`config.mk`:
```
export PLATFORM = sky130hd
export DESIGN_NAME = peer_table_with_aging
export DESIGN_NICKNAME = d
export VERILOG_FILES = /design/src/pta_pkg.sv /design/src/pta_store.sv /design/src/peer_table_with_aging.sv
export SDC_FILE = /design/constraint.sdc
export NUM_CORES = 2
export LEC_CHECK = 0
export BUFFER_PORTS_ARGS = -buffer_cell sky130_fd_sc_hd__buf_2
export CAP_MARGIN = 20
export CORE_MARGIN = 2
export CORE_UTILIZATION = 35
export CTS_BUF_LIST = sky130_fd_sc_hd__clkbuf_4
export DETAILED_ROUTE_END_ITERATION = 6
export HOLD_SLACK_MARGIN = 0.06
export MAX_ROUTING_LAYER = met4
export PLACE_DENSITY = 0.6
export SETUP_SLACK_MARGIN = 0.5
export SYNTH_ARGS = -nofsm -noshare
export SYNTH_HDL_FRONTEND = slang
export SYNTH_HIERARCHICAL = 1
export SYNTH_SLANG_ARGS = --single-unit
```
`constraint.sdc`:
```
create_clock -name aclk -period 17.43 [get_ports aclk]
set_clock_uncertainty 0.1 [all_clocks]
set_input_delay 2.6145 -clock aclk [delete_from_list [all_inputs] [get_ports aclk]]
set_output_delay 2.6145 -clock aclk [all_outputs]
set_load 0.02 [all_outputs]
```
`src/pta_pkg.sv`:
```
`timescale 1ns / 1ps
// Shared types and constants for the peer table with aging.
// No dependencies; imported by pta_store and peer_table_with_aging.
package pta_pkg;

    localparam int ENTRIES = 16;
    localparam int IDX_W   = $clog2(ENTRIES);
    localparam int CNT_W   = $clog2(ENTRIES + 1);

    localparam int MAC_W  = 48;
    localparam int IP_W   = 32;
    localparam int TIME_W = 32;
    localparam int SLOT_W = 4;

    localparam logic [TIME_W-1:0] DEAD_TIME_RST = 32'd60;

    typedef enum logic [1:0] {
        FUNC_FIND_MAC = 2'd0,
        FUNC_FIND_IP  = 2'd1,
        FUNC_ADD      = 2'd2,
        FUNC_SWEEP    = 2'd3
    } func_t;

    typedef struct packed {
        logic [MAC_W-1:0]  mac;
        logic [IP_W-1:0]   ip;
        logic [TIME_W-1:0] seen;
    } entry_t;

    // Control from the sequencer to the entry store
    typedef struct packed {
        logic [IDX_W-1:0] rd_idx;
        logic             wr_en;
        logic [IDX_W-1:0] wr_idx;
        entry_t           wr_entry;
        logic             clr_en;
        logic [IDX_W-1:0] clr_idx;
    } store_ctl_t;

endpackage

```
`src/pta_store.sv`:
```
`timescale 1ns / 1ps
// Entry store: MAC/IP/last-seen memory with registered read, plus valid bits.
// Depends on pta_pkg.
module pta_store (
    input  logic                aclk,
    input  logic                aresetn,
    input  pta_pkg::store_ctl_t ctl,
    output pta_pkg::entry_t     rd_entry,
    output logic                rd_valid
);
    import pta_pkg::*;

    entry_t             table_mem [ENTRIES];
    entry_t             rd_entry_reg;
    logic               rd_valid_reg;
    logic [ENTRIES-1:0] valid_reg;
    logic [ENTRIES-1:0] valid_next;

    always_ff @(posedge aclk) begin
        if (ctl.wr_en) begin
            table_mem[ctl.wr_idx] <= ctl.wr_entry;
        end
        rd_entry_reg <= table_mem[ctl.rd_idx];
    end

    // a write always leaves its entry live; aging clears and writes never fall in the same cycle
    always_comb begin
        valid_next = valid_reg;
        if (ctl.clr_en) begin
            valid_next[ctl.clr_idx] = 1'b0;
        end
        if (ctl.wr_en) begin
            valid_next[ctl.wr_idx] = 1'b1;
        end
    end

    always_ff @(posedge aclk) begin
        if (!aresetn) begin
            valid_reg    <= '0;
            rd_valid_reg <= 1'b0;
        end else begin
            valid_reg    <= valid_next;
            rd_valid_reg <= valid_reg[ctl.rd_idx];
        end
    end

    assign rd_entry = rd_entry_reg;
    assign rd_valid = rd_valid_reg;

endmodule

```
`src/peer_table_with_aging.sv`:
```
`timescale 1ns / 1ps
// Peer table with aging: find by MAC or IP, sweep, add/refresh with eviction.
// Depends on pta_pkg and pta_store.
//
//  channel  ports                                        direction  role
//  s_       s_valid/s_ready, func, mac, ip, now          in         request
//  m_       m_valid/m_ready, hit, slot, mac/ip/seen, ev  out        result
//  cfg_     cfg_valid/cfg_ready, cfg_data                in         dead_time write
//
// An add takes the idle accept cycle, a scan of every entry through the single read
// port of the entry memory (one entry per cycle, one shared age subtract/compare),
// a write cycle, then the result load. Finds and sweeps skip the write. s_ready is
// high only while idle. The result sits in an output register; a stalled m_ready
// holds the next result in the response state. aresetn (synchronous) clears all
// valid bits and sets dead_time to 60.
module peer_table_with_aging (
    input  logic                          aclk,
    input  logic                          aresetn,

    input  logic                          s_valid,
    output logic                          s_ready,
    input  logic [1:0]                    s_func,
    input  logic [pta_pkg::MAC_W-1:0]     s_mac_addr,
    input  logic [pta_pkg::IP_W-1:0]      s_ip_addr,
    input  logic [pta_pkg::TIME_W-1:0]    s_now_sec,

    output logic                          m_valid,
    input  logic                          m_ready,
    output logic                          m_hit,
    output logic [pta_pkg::SLOT_W-1:0]    m_slot,
    output logic [pta_pkg::MAC_W-1:0]     m_mac_out,
    output logic [pta_pkg::IP_W-1:0]      m_ip_out,
    output logic [pta_pkg::TIME_W-1:0]    m_seen_out,
    output logic                          m_evicted,

    input  logic                          cfg_valid,
    output logic                          cfg_ready,
    input  logic [pta_pkg::TIME_W-1:0]    cfg_data
);
    import pta_pkg::*;

    typedef enum logic [1:0] {
        ST_IDLE,
        ST_SCAN,
        ST_WRITE,
        ST_RESP
    } state_t;

    state_t             state_reg;
    logic [CNT_W-1:0]   cnt_reg;
    logic               eval_reg;
    logic [IDX_W-1:0]   eidx_reg;
    func_t              func_reg;
    logic [MAC_W-1:0]   key_mac_reg;
    logic [IP_W-1:0]    key_ip_reg;
    logic [TIME_W-1:0]  now_reg;
    logic [TIME_W-1:0]  dead_time_reg;

    logic               found_reg;
    logic [IDX_W-1:0]   found_idx_reg;
    entry_t             found_ent_reg;
    logic               free_reg;
    logic [IDX_W-1:0]   free_idx_reg;
    logic [TIME_W-1:0]  best_age_reg;
    logic [IDX_W-1:0]   best_idx_reg;

    logic               m_valid_reg;
    logic               m_hit_reg;
    logic [SLOT_W-1:0]  m_slot_reg;
    logic [MAC_W-1:0]   m_mac_reg;
    logic [IP_W-1:0]    m_ip_reg;
    logic [TIME_W-1:0]  m_seen_reg;
    logic               m_evicted_reg;

    store_ctl_t         ctl;
    entry_t             rd_entry;
    logic               rd_valid;

    // shared age unit and per-entry decisions
    logic [TIME_W-1:0]  age;
    logic               aging;
    logic               dead;
    logic               alive;
    logic               key_hit;
    logic               match;
    logic               last_cycle;
    logic [IDX_W-1:0]   pick_idx;
    entry_t             new_entry;
    logic               out_free;

    pta_store u_store (
        .aclk     (aclk),
        .aresetn  (aresetn),
        .ctl      (ctl),
        .rd_entry (rd_entry),
        .rd_valid (rd_valid)
    );

    assign age     = now_reg - rd_entry.seen;
    assign aging   = (func_reg == FUNC_ADD) || (func_reg == FUNC_SWEEP);
    assign dead    = eval_reg && rd_valid && aging && (age >= dead_time_reg);
    assign alive   = rd_valid && !dead;
    assign key_hit = (func_reg == FUNC_FIND_IP) ? (rd_entry.ip == key_ip_reg)
                                                : (rd_entry.mac == key_mac_reg);
    assign match   = eval_reg && alive && key_hit && (func_reg != FUNC_SWEEP);

    assign last_cycle = (cnt_reg == CNT_W'(ENTRIES));
    assign out_free   = !m_valid_reg || m_ready;

    always_comb begin
        priority if (found_reg) begin
            pick_idx = found_idx_reg;
        end else if (free_reg) begin
            pick_idx = free_idx_reg;
        end else begin
            pick_idx = best_idx_reg;
        end
    end

    assign new_entry = '{mac: key_mac_reg, ip: key_ip_reg, seen: now_reg};

    always_comb begin
        ctl.rd_idx   = cnt_reg[IDX_W-1:0];
        ctl.wr_en    = (state_reg == ST_WRITE);
        ctl.wr_idx   = pick_idx;
        ctl.wr_entry = new_entry;
        ctl.clr_en   = dead;
        ctl.clr_idx  = eidx_reg;
    end

    always_ff @(posedge aclk) begin
        if (!aresetn) begin
            state_reg     <= ST_IDLE;
            cnt_reg       <= '0;
            eval_reg      <= 1'b0;
            found_reg     <= 1'b0;
            free_reg      <= 1'b0;
            m_valid_reg   <= 1'b0;
            dead_time_reg <= DEAD_TIME_RST;
        end else begin
            if (cfg_valid) begin
                dead_time_reg <= cfg_data;
            end

            // the response state loads the output register itself
            if (m_valid_reg && m_ready && (state_reg != ST_RESP)) begin
                m_valid_reg <= 1'b0;
            end

            unique case (state_reg)
                ST_IDLE: begin
                    if (s_valid) begin
                        func_reg    <= func_t'(s_func);
                        key_mac_reg <= s_mac_addr;
                        key_ip_reg  <= s_ip_addr;
                        now_reg     <= s_now_sec;
                        cnt_reg     <= '0;
                        eval_reg    <= 1'b0;
                        found_reg   <= 1'b0;
                        free_reg    <= 1'b0;
                        state_reg   <= ST_SCAN;
                    end
                end
                ST_SCAN: begin
                    // read of entry cnt issued now, entry eidx evaluated now
                    eval_reg <= !last_cycle;
                    eidx_reg <= cnt_reg[IDX_W-1:0];
                    if (eval_reg) begin
                        if (match && !found_reg) begin
                            found_reg     <= 1'b1;
                            found_idx_reg <= eidx_reg;
                            found_ent_reg <= rd_entry;
                        end
                        if (!alive && !free_reg) begin
                            free_reg     <= 1'b1;
                            free_idx_reg <= eidx_reg;
                        end
                        // strict compare keeps the lowest index on ties
                        if (eidx_reg == '0 || age > best_age_reg) begin
                            best_age_reg <= age;
                            best_idx_reg <= eidx_reg;
                        end
                    end
                    if (last_cycle) begin
                        state_reg <= (func_reg == FUNC_ADD) ? ST_WRITE : ST_RESP;
                    end else begin
                        cnt_reg <= cnt_reg + CNT_W'(1);
                    end
                end
                ST_WRITE: begin
                    state_reg <= ST_RESP;
                end
                ST_RESP: begin
                    if (out_free) begin
                        m_valid_reg <= 1'b1;
                        state_reg   <= ST_IDLE;
                        unique case (func_reg)
                            FUNC_FIND_MAC, FUNC_FIND_IP: begin
                                m_hit_reg     <= found_reg;
                                m_slot_reg    <= found_reg ? SLOT_W'(found_idx_reg) : '0;
                                m_mac_reg     <= found_reg ? found_ent_reg.mac : '0;
                                m_ip_reg      <= found_reg ? found_ent_reg.ip : '0;
                                m_seen_reg    <= found_reg ? found_ent_reg.seen : '0;
                                m_evicted_reg <= 1'b0;
                            end
                            FUNC_ADD: begin
                                m_hit_reg     <= found_reg;
                                m_slot_reg    <= SLOT_W'(pick_idx);
                                m_mac_reg     <= key_mac_reg;
                                m_ip_reg      <= key_ip_reg;
                                m_seen_reg    <= now_reg;
                                m_evicted_reg <= !found_reg && !free_reg;
                            end
                            FUNC_SWEEP: begin
                                m_hit_reg     <= 1'b0;
                                m_slot_reg    <= '0;
                                m_mac_reg     <= '0;
                                m_ip_reg      <= '0;
                                m_seen_reg    <= '0;
                                m_evicted_reg <= 1'b0;
                            end
                            default: begin
                                m_hit_reg     <= 1'b0;
                                m_slot_reg    <= '0;
                                m_mac_reg     <= '0;
                                m_ip_reg      <= '0;
                                m_seen_reg    <= '0;
                                m_evicted_reg <= 1'b0;
                            end
                        endcase
                    end
                end
                default: begin
                    state_reg <= ST_IDLE;
                end
            endcase
        end
    end

    assign s_ready    = (state_reg == ST_IDLE);
    assign cfg_ready  = 1'b1;
    assign m_valid    = m_valid_reg;
    assign m_hit      = m_hit_reg;
    assign m_slot     = m_slot_reg;
    assign m_mac_out  = m_mac_reg;
    assign m_ip_out   = m_ip_reg;
    assign m_seen_out = m_seen_reg;
    assign m_evicted  = m_evicted_reg;

    a_busy_after_accept: assert property (@(posedge aclk) disable iff (!aresetn)
        (s_valid && s_ready) |=> !s_ready)
        else $error("request accepted while previous one in flight");

    a_hit_not_evict: assert property (@(posedge aclk) disable iff (!aresetn)
        m_valid |-> !(m_hit && m_evicted))
        else $error("result flags both refresh and eviction");

    a_cnt_range: assert property (@(posedge aclk) disable iff (!aresetn)
        (state_reg == ST_SCAN) |-> (cnt_reg <= CNT_W'(ENTRIES)))
        else $error("scan counter past table end");

    a_clear_on_aging: assert property (@(posedge aclk) disable iff (!aresetn)
        ctl.clr_en |-> (state_reg == ST_SCAN && (func_reg == FUNC_ADD ||
                                                  func_reg == FUNC_SWEEP)))
        else $error("entry invalidated outside an aging scan");

    a_write_on_add: assert property (@(posedge aclk) disable iff (!aresetn)
        ctl.wr_en |-> (func_reg == FUNC_ADD && !ctl.clr_en))
        else $error("table write outside add");

endmodule
```
== Yosys cells after proc, flatten, opt, wreduce, memory -nomap -nowiden ==
Memory sizes are Yosys's and may differ from the RTL's. A register that Yosys moved wholly into a read port is not among the register bits.
Index checks and enable logic that the tools add are counted.
Operators by class
  shift operators: 0
  $lt $le $gt $ge: 7
  bitwise operators: 3
  add/subtract/negate cells: 2
  multiply operators: 0
  divide/modulo/power cells: 0
  reductions and logical operators: 41
  equality and inequality tests: 18
  mux-type cells: 42
Operators by type and width (count)
  32-bit one-hot mux with 3 select lines: 2
  48-bit one-hot mux with 3 select lines: 1
  32-bit two-way mux: 2
  48-bit == test: 1
  48-bit two-way mux: 1
  32-bit == test: 1
  32-bit >= comparator: 1
  32-bit > comparator: 1
  16-bit two-way mux: 2
  32-bit subtractor: 1
  4-bit AND reduction: 5
  2-bit != test (second input constant): 9
  16-bit bitwise AND: 1
  16-bit NOT: 1
  16-bit bitwise OR: 1
  4-bit by 5-bit less-than comparator with 1-bit output (second input constant): 3
  1-bit two-way mux: 15
  1-bit logical AND: 14
  4-bit two-way mux: 3
  4-bit one-hot mux with 3 select lines: 1
  3-bit AND reduction: 4
  5-bit two-way mux: 2
  1-bit one-hot mux with 2 select lines: 5
  5-bit one-hot mux with 2 select lines: 1
  17 further kinds: 35
Word-level totals
  word-level logic and storage cells: 141
  register bits: 452
  latch bits: 0
  memory bits (writable): 1792
  bits of input ports: 151
  memory bits (read-only): 0
  memories kept: 1
Memories
  u_store.table_mem: words 16, bits a word 112, rd ports 1, clocked after memory_dff 1, wr ports 1, line pta_store.sv:13  | entry_t table_mem [ENTRIES];

== Logic depth before layout (Yosys ltp) ==
  depth in word-level cells: 13
  gate-level depth with buffers: 24
  mapped depth without buffers: 24

== By module ==
Netlist, hierarchy kept.
By module, submodules not included
  pta_store: instances 1, cells each 2950, area each 69913.3 µm²
  peer_table_with_aging: instances 1, cells each 1347, area each 19115.8 µm²

== Least setup slack after synthesis ==
OpenSTA, ideal clock, no wires.
  path type: register -> register
  from: reg free_reg
  to: reg u_store.valid_reg[1]
  cell stages (with the launch flop): 7
  slack: 4.535 ns
  data arrival time: 12.689 ns
  data required time: 17.224 ns
  cells stage by stage: dfxtp_1 clkbuf_1 mux2i_1 o21ai_0 clkbuf_1 nor4_1 o21a_1
RTL lines
  from (decl): line peer_table_with_aging.sv:62  | logic free_reg;
  from (signal assigned): line peer_table_with_aging.sv:137  | free_reg <= 1'b0;
  from (signal assigned): line peer_table_with_aging.sv:160  | free_reg <= 1'b0;
  from (signal assigned): line peer_table_with_aging.sv:175  | free_reg <= 1'b1;
  to (signal assigned): line pta_store.sv:42  | valid_reg <= valid_next;
  to (decl): line pta_store.sv:16  | logic [ENTRIES-1:0] valid_reg;

== Worst setup path in the final report ==
  from: reg now_reg[0]
  to: reg found_ent_reg[104] (netlist bit) (enable)
Between the ends
  longest elaborated chain between the ends: 10
Ends and longest elaborated chain
  from (decl): line peer_table_with_aging.sv:56  | logic [TIME_W-1:0] now_reg;
  from (signal assigned): line peer_table_with_aging.sv:156  | now_reg <= s_now_sec;
  32-bit subtractor: line peer_table_with_aging.sv:99  | assign age = now_reg - rd_entry.seen;
  net age[29]: line peer_table_with_aging.sv:80  | logic [TIME_W-1:0] age;
  32-bit >= comparator: line peer_table_with_aging.sv:101  | assign dead = eval_reg && rd_valid && aging && (age >= dead_time_reg);
  1-bit logical AND: line peer_table_with_aging.sv:101
  1-bit logical NOT: line peer_table_with_aging.sv:102  | assign alive = rd_valid && !dead;
  1-bit logical AND: line peer_table_with_aging.sv:102
  1-bit logical AND (3 in series): line peer_table_with_aging.sv:105  | assign match = eval_reg && alive && key_hit && (func_reg != FUNC_SWEEP);
  1-bit logical AND: line peer_table_with_aging.sv:169  | if (match && !found_reg) begin
  4-bit AND reduction (no source line)
  to (signal assigned): line peer_table_with_aging.sv:172  | found_ent_reg <= rd_entry;
  to (decl): line peer_table_with_aging.sv:61  | entry_t found_ent_reg;
The timed path passes the listed nets, and every way through them passes these cells.
A chain may end at the register's enable or synchronous reset.

==> metrics.yaml <==
pwr:
  combPwrFrac_pct: 12.9
  p_seq_share_pct: 51.6
  p_int_mw: 9.787
  pwr_density_cell_nw_per_um2: 128.8
  pwr-share-clk_pct: 35.5
  max-vdd-ir-drop_mv: 0.06766
  leakage_nw: 33.63
  switching_share_pct: 25.74
  p_switching_mw: 3.391
placed_design:
  io_buffers: 270
  dp_slack_ps: 10040
  dp_hpwl_um: 125600
  place.gp.congestion: 0.8510
  placedCellCount: 7828
timing:
  min_period_ps: 7514
  rsz0062_at_grt: "no"
  relSlewSlack_pct: 23.90
  fin_tns_setup_ps: 0
  setup_viol: 0
  tightest_slew_ps: 1139
  hold_viol: 0
  finalCritPeriodShare_pct: 43.11
  whs_ps: 295.4
  worst_slack_ps: 9916
  slew_violations: 0
  fmax_ghz: 0.1331
logic_synthesis:
  syn_inst: 4297
  ys_warn_count: 6
  syn_area_um2: 89030
  ys.flop_type: "edfxtp_1"
  synth-edff-count: 2184
  synth.distinct_cells: 66
  synth_seq_area_share_pct: 77.53
  syn_area_per_cell_um2: 20.72
  async_reset_ff_share_pct: 0
  ys_ff_latch: 2356
  syn_nets: 4550
worst_setup_path:
  cp_max_fo: 48
  cpLargestDelayFamily: "compound AO/OA/AOI/OAI gates"
  crit_path_end_kind: "register"
  crit_path_cell_trace: "inv_1 > ha_1 > nor2b_1 > o2111a_1 > o41ai_2 > o311ai_1 > nand3_1 > a21o_1 > and2_1 > o311ai_1 > ha_1 > a21o_1 > a21o_1 > a21oi_1 > o22ai_1 > a211oi_2 > o2111ai_1 > nor3_2 > buf_4 > buf_4"
  worstPathArrival_ps: 8300
  critPathRequiredTime_ps: 18220
  crit_type: "register to register"
  path_common_cell: "a21o_1"
  slowest_delay_ps: 820
  critPathSlowestCell: "buf_4"
  critPathBufInv: 3
  worstSetupStartpointType: "register"
floorplan:
  die_h_um: 508.4
  dieWidth_um: 508.4
  rows: 185
  ioPinCount: 272
  die_area_um2: 258400
  core-area_um2: 253500
  initial_core_util_pct: 35.13
cells_and_area:
  final_layout_size_suffix_gt1_share_pct: 32.64
  fin_nets: 5323
  syn2layout_area_growth_pct: 14.92
  most-common-layout-cells: "2,184 x edfxtp_1, 915 x clkbuf_4, 450 x mux4_2, 271 x buf_2, 228 x a22oi_1"
  largest_reg_flops: 1792
  layout.cells.non_filler: 8901
  nFillCells: 22780
  final_common_cell: "edfxtp_1"
  final_util_pct: 40.37
cts:
  cts.sinks: 2356
  cts_tree: "done"
  cts_setup_buffers: 0
  cts-resized-gates: 0
  clk_latency_ps: 1360
  clk_pin_slew_ps: 80
  h-tree-depth: 6
  cts_hold_buf: 0
  cts-buffers-inserted: 604
  cts_buffer_depth: 4
  clockRootBuffer: "clkbuf_4"
route:
  drc: 0
  post_drt_wl_per_cell_um: 26.18
  dr.pass1.iters: 6
  via_count: 46400
  viasPerCell: 5.213
  ant_nets: 1
  drt_iter0_markers: 4428
  wirelength_um: 233100
global_route:
  grt_first_pass_wirelength_um: 331600
  grt_max_degree: 122
  antenna_found_initial: 15
  grt.total_usage_pct: 18.26
  grt_pass1_vias: 47870
  gr-total-overflow: 0
min_path:
  min_path_type: "register to register"
outcome:
  status: "finished with violations"
  violations: "antenna violations"
run:
  timing.max_cap.violations: 0
metrics by stage:
| step | power [mW] | area (um^2) |
|---|---|---|
| floorplan | 8.101 | 89030 |
| global placement | 8.608 | 94640 |
| detailed placement | 8.640 | 94640 |
| CTS | 13.35 | 102200 |
| global route | 13.80 | 102300 |
| finish | 13.18 | 102300 |
power by group through the flow:
stage	sequential [mW]	clock (mW)	combinational [mW]
finish	6.80	4.68	1.69
global route	6.84	5.12	1.85
CTS	6.81	4.83	1.72
floorplan	6.85	0	1.25
detailed placement	6.93	0	1.71
global placement	6.90	0	1.70
worst paths after layout:
kind	start	to	slack [ps]	cells after the start
max reg2reg	now_reg[0]	found_ent_reg[104]	9920	20
max	now_reg[0]	found_ent_reg[104]	9920	20
min reg2reg	u_store/rd_entry[61]	found_ent_reg[61]	300	0
min	u_store/rd_entry[61]	found_ent_reg[61]	300	0
cell type report:
class	count	area [um^2]	share of cell area, %
Tap cell	3366	4212	4.116
Inverter	113	424.2	0.4146
Clock inverter	138	720.7	0.7044
Antenna cell	18	45.04	0.04403
Clock buffer	915	6869	6.714
Multi-Input combinational cell	1631	18840	18.42
Timing Repair Buffer	364	2162	2.113
Sequential cell	2356	69030	67.47
Yosys cell counts, types with 47 or more instances:
library cell	instances	area, um^2
a22oi_1	228	1712
nor2_1	47	176.4
ha_1	101	1264
clkbuf_1	113	424.2
edfxtp_1	2184	65580
a22o_1	114	998.5
mux4_2	450	10130
dfxtp_1	172	3443
nor2b_1	48	300.3
buf_2	48	240.2
a21oi_1	48	240.2
inv_1	113	424.2
nand2_1	163	611.8
xnor2_1	70	613.1
metal layers:
| metal | global-route usage, % | routed length, um | vias up |
|---|---|---|---|
| li1 | - | - | 19660 |
| met1 | 24.46 | 99950 | 24450 |
| met2 | 28.48 | 112200 | 1948 |
| met3 | 3.455 | 15960 | 335 |
| met4 | 5.153 | 4952 | 0 |
| met5 | - | 0 | - |
cells by family (layout without fill, tap and decap cells):
family / count (synthesis) / count (layout) / share of synthesized area (%)
flops: 2356 / 2356 / 77.53
fa+ha+maj: 102 / 102 / 1.442
mux: 488 / 488 / 11.81
xor+xnor: 106 / 106 / 1.043
simple gates: 392 / 392 / 2.147
buf+inv: 310 / 1530 / 1.484
compound gates: 542 / 542 / 4.537
other cells: 1 / 19 / 0.004212
worst reg2reg max path, delay by kind of cell (launching register included):
family                     cells  cell delay [ps]
AOI/OAI and AO/OA             11             3060
adders and majority gates      2              640
buffers and inverters          3             1620
DFF                            1              650
and+or+nand+nor                4              970
Power figures use the tool's default switching activity.
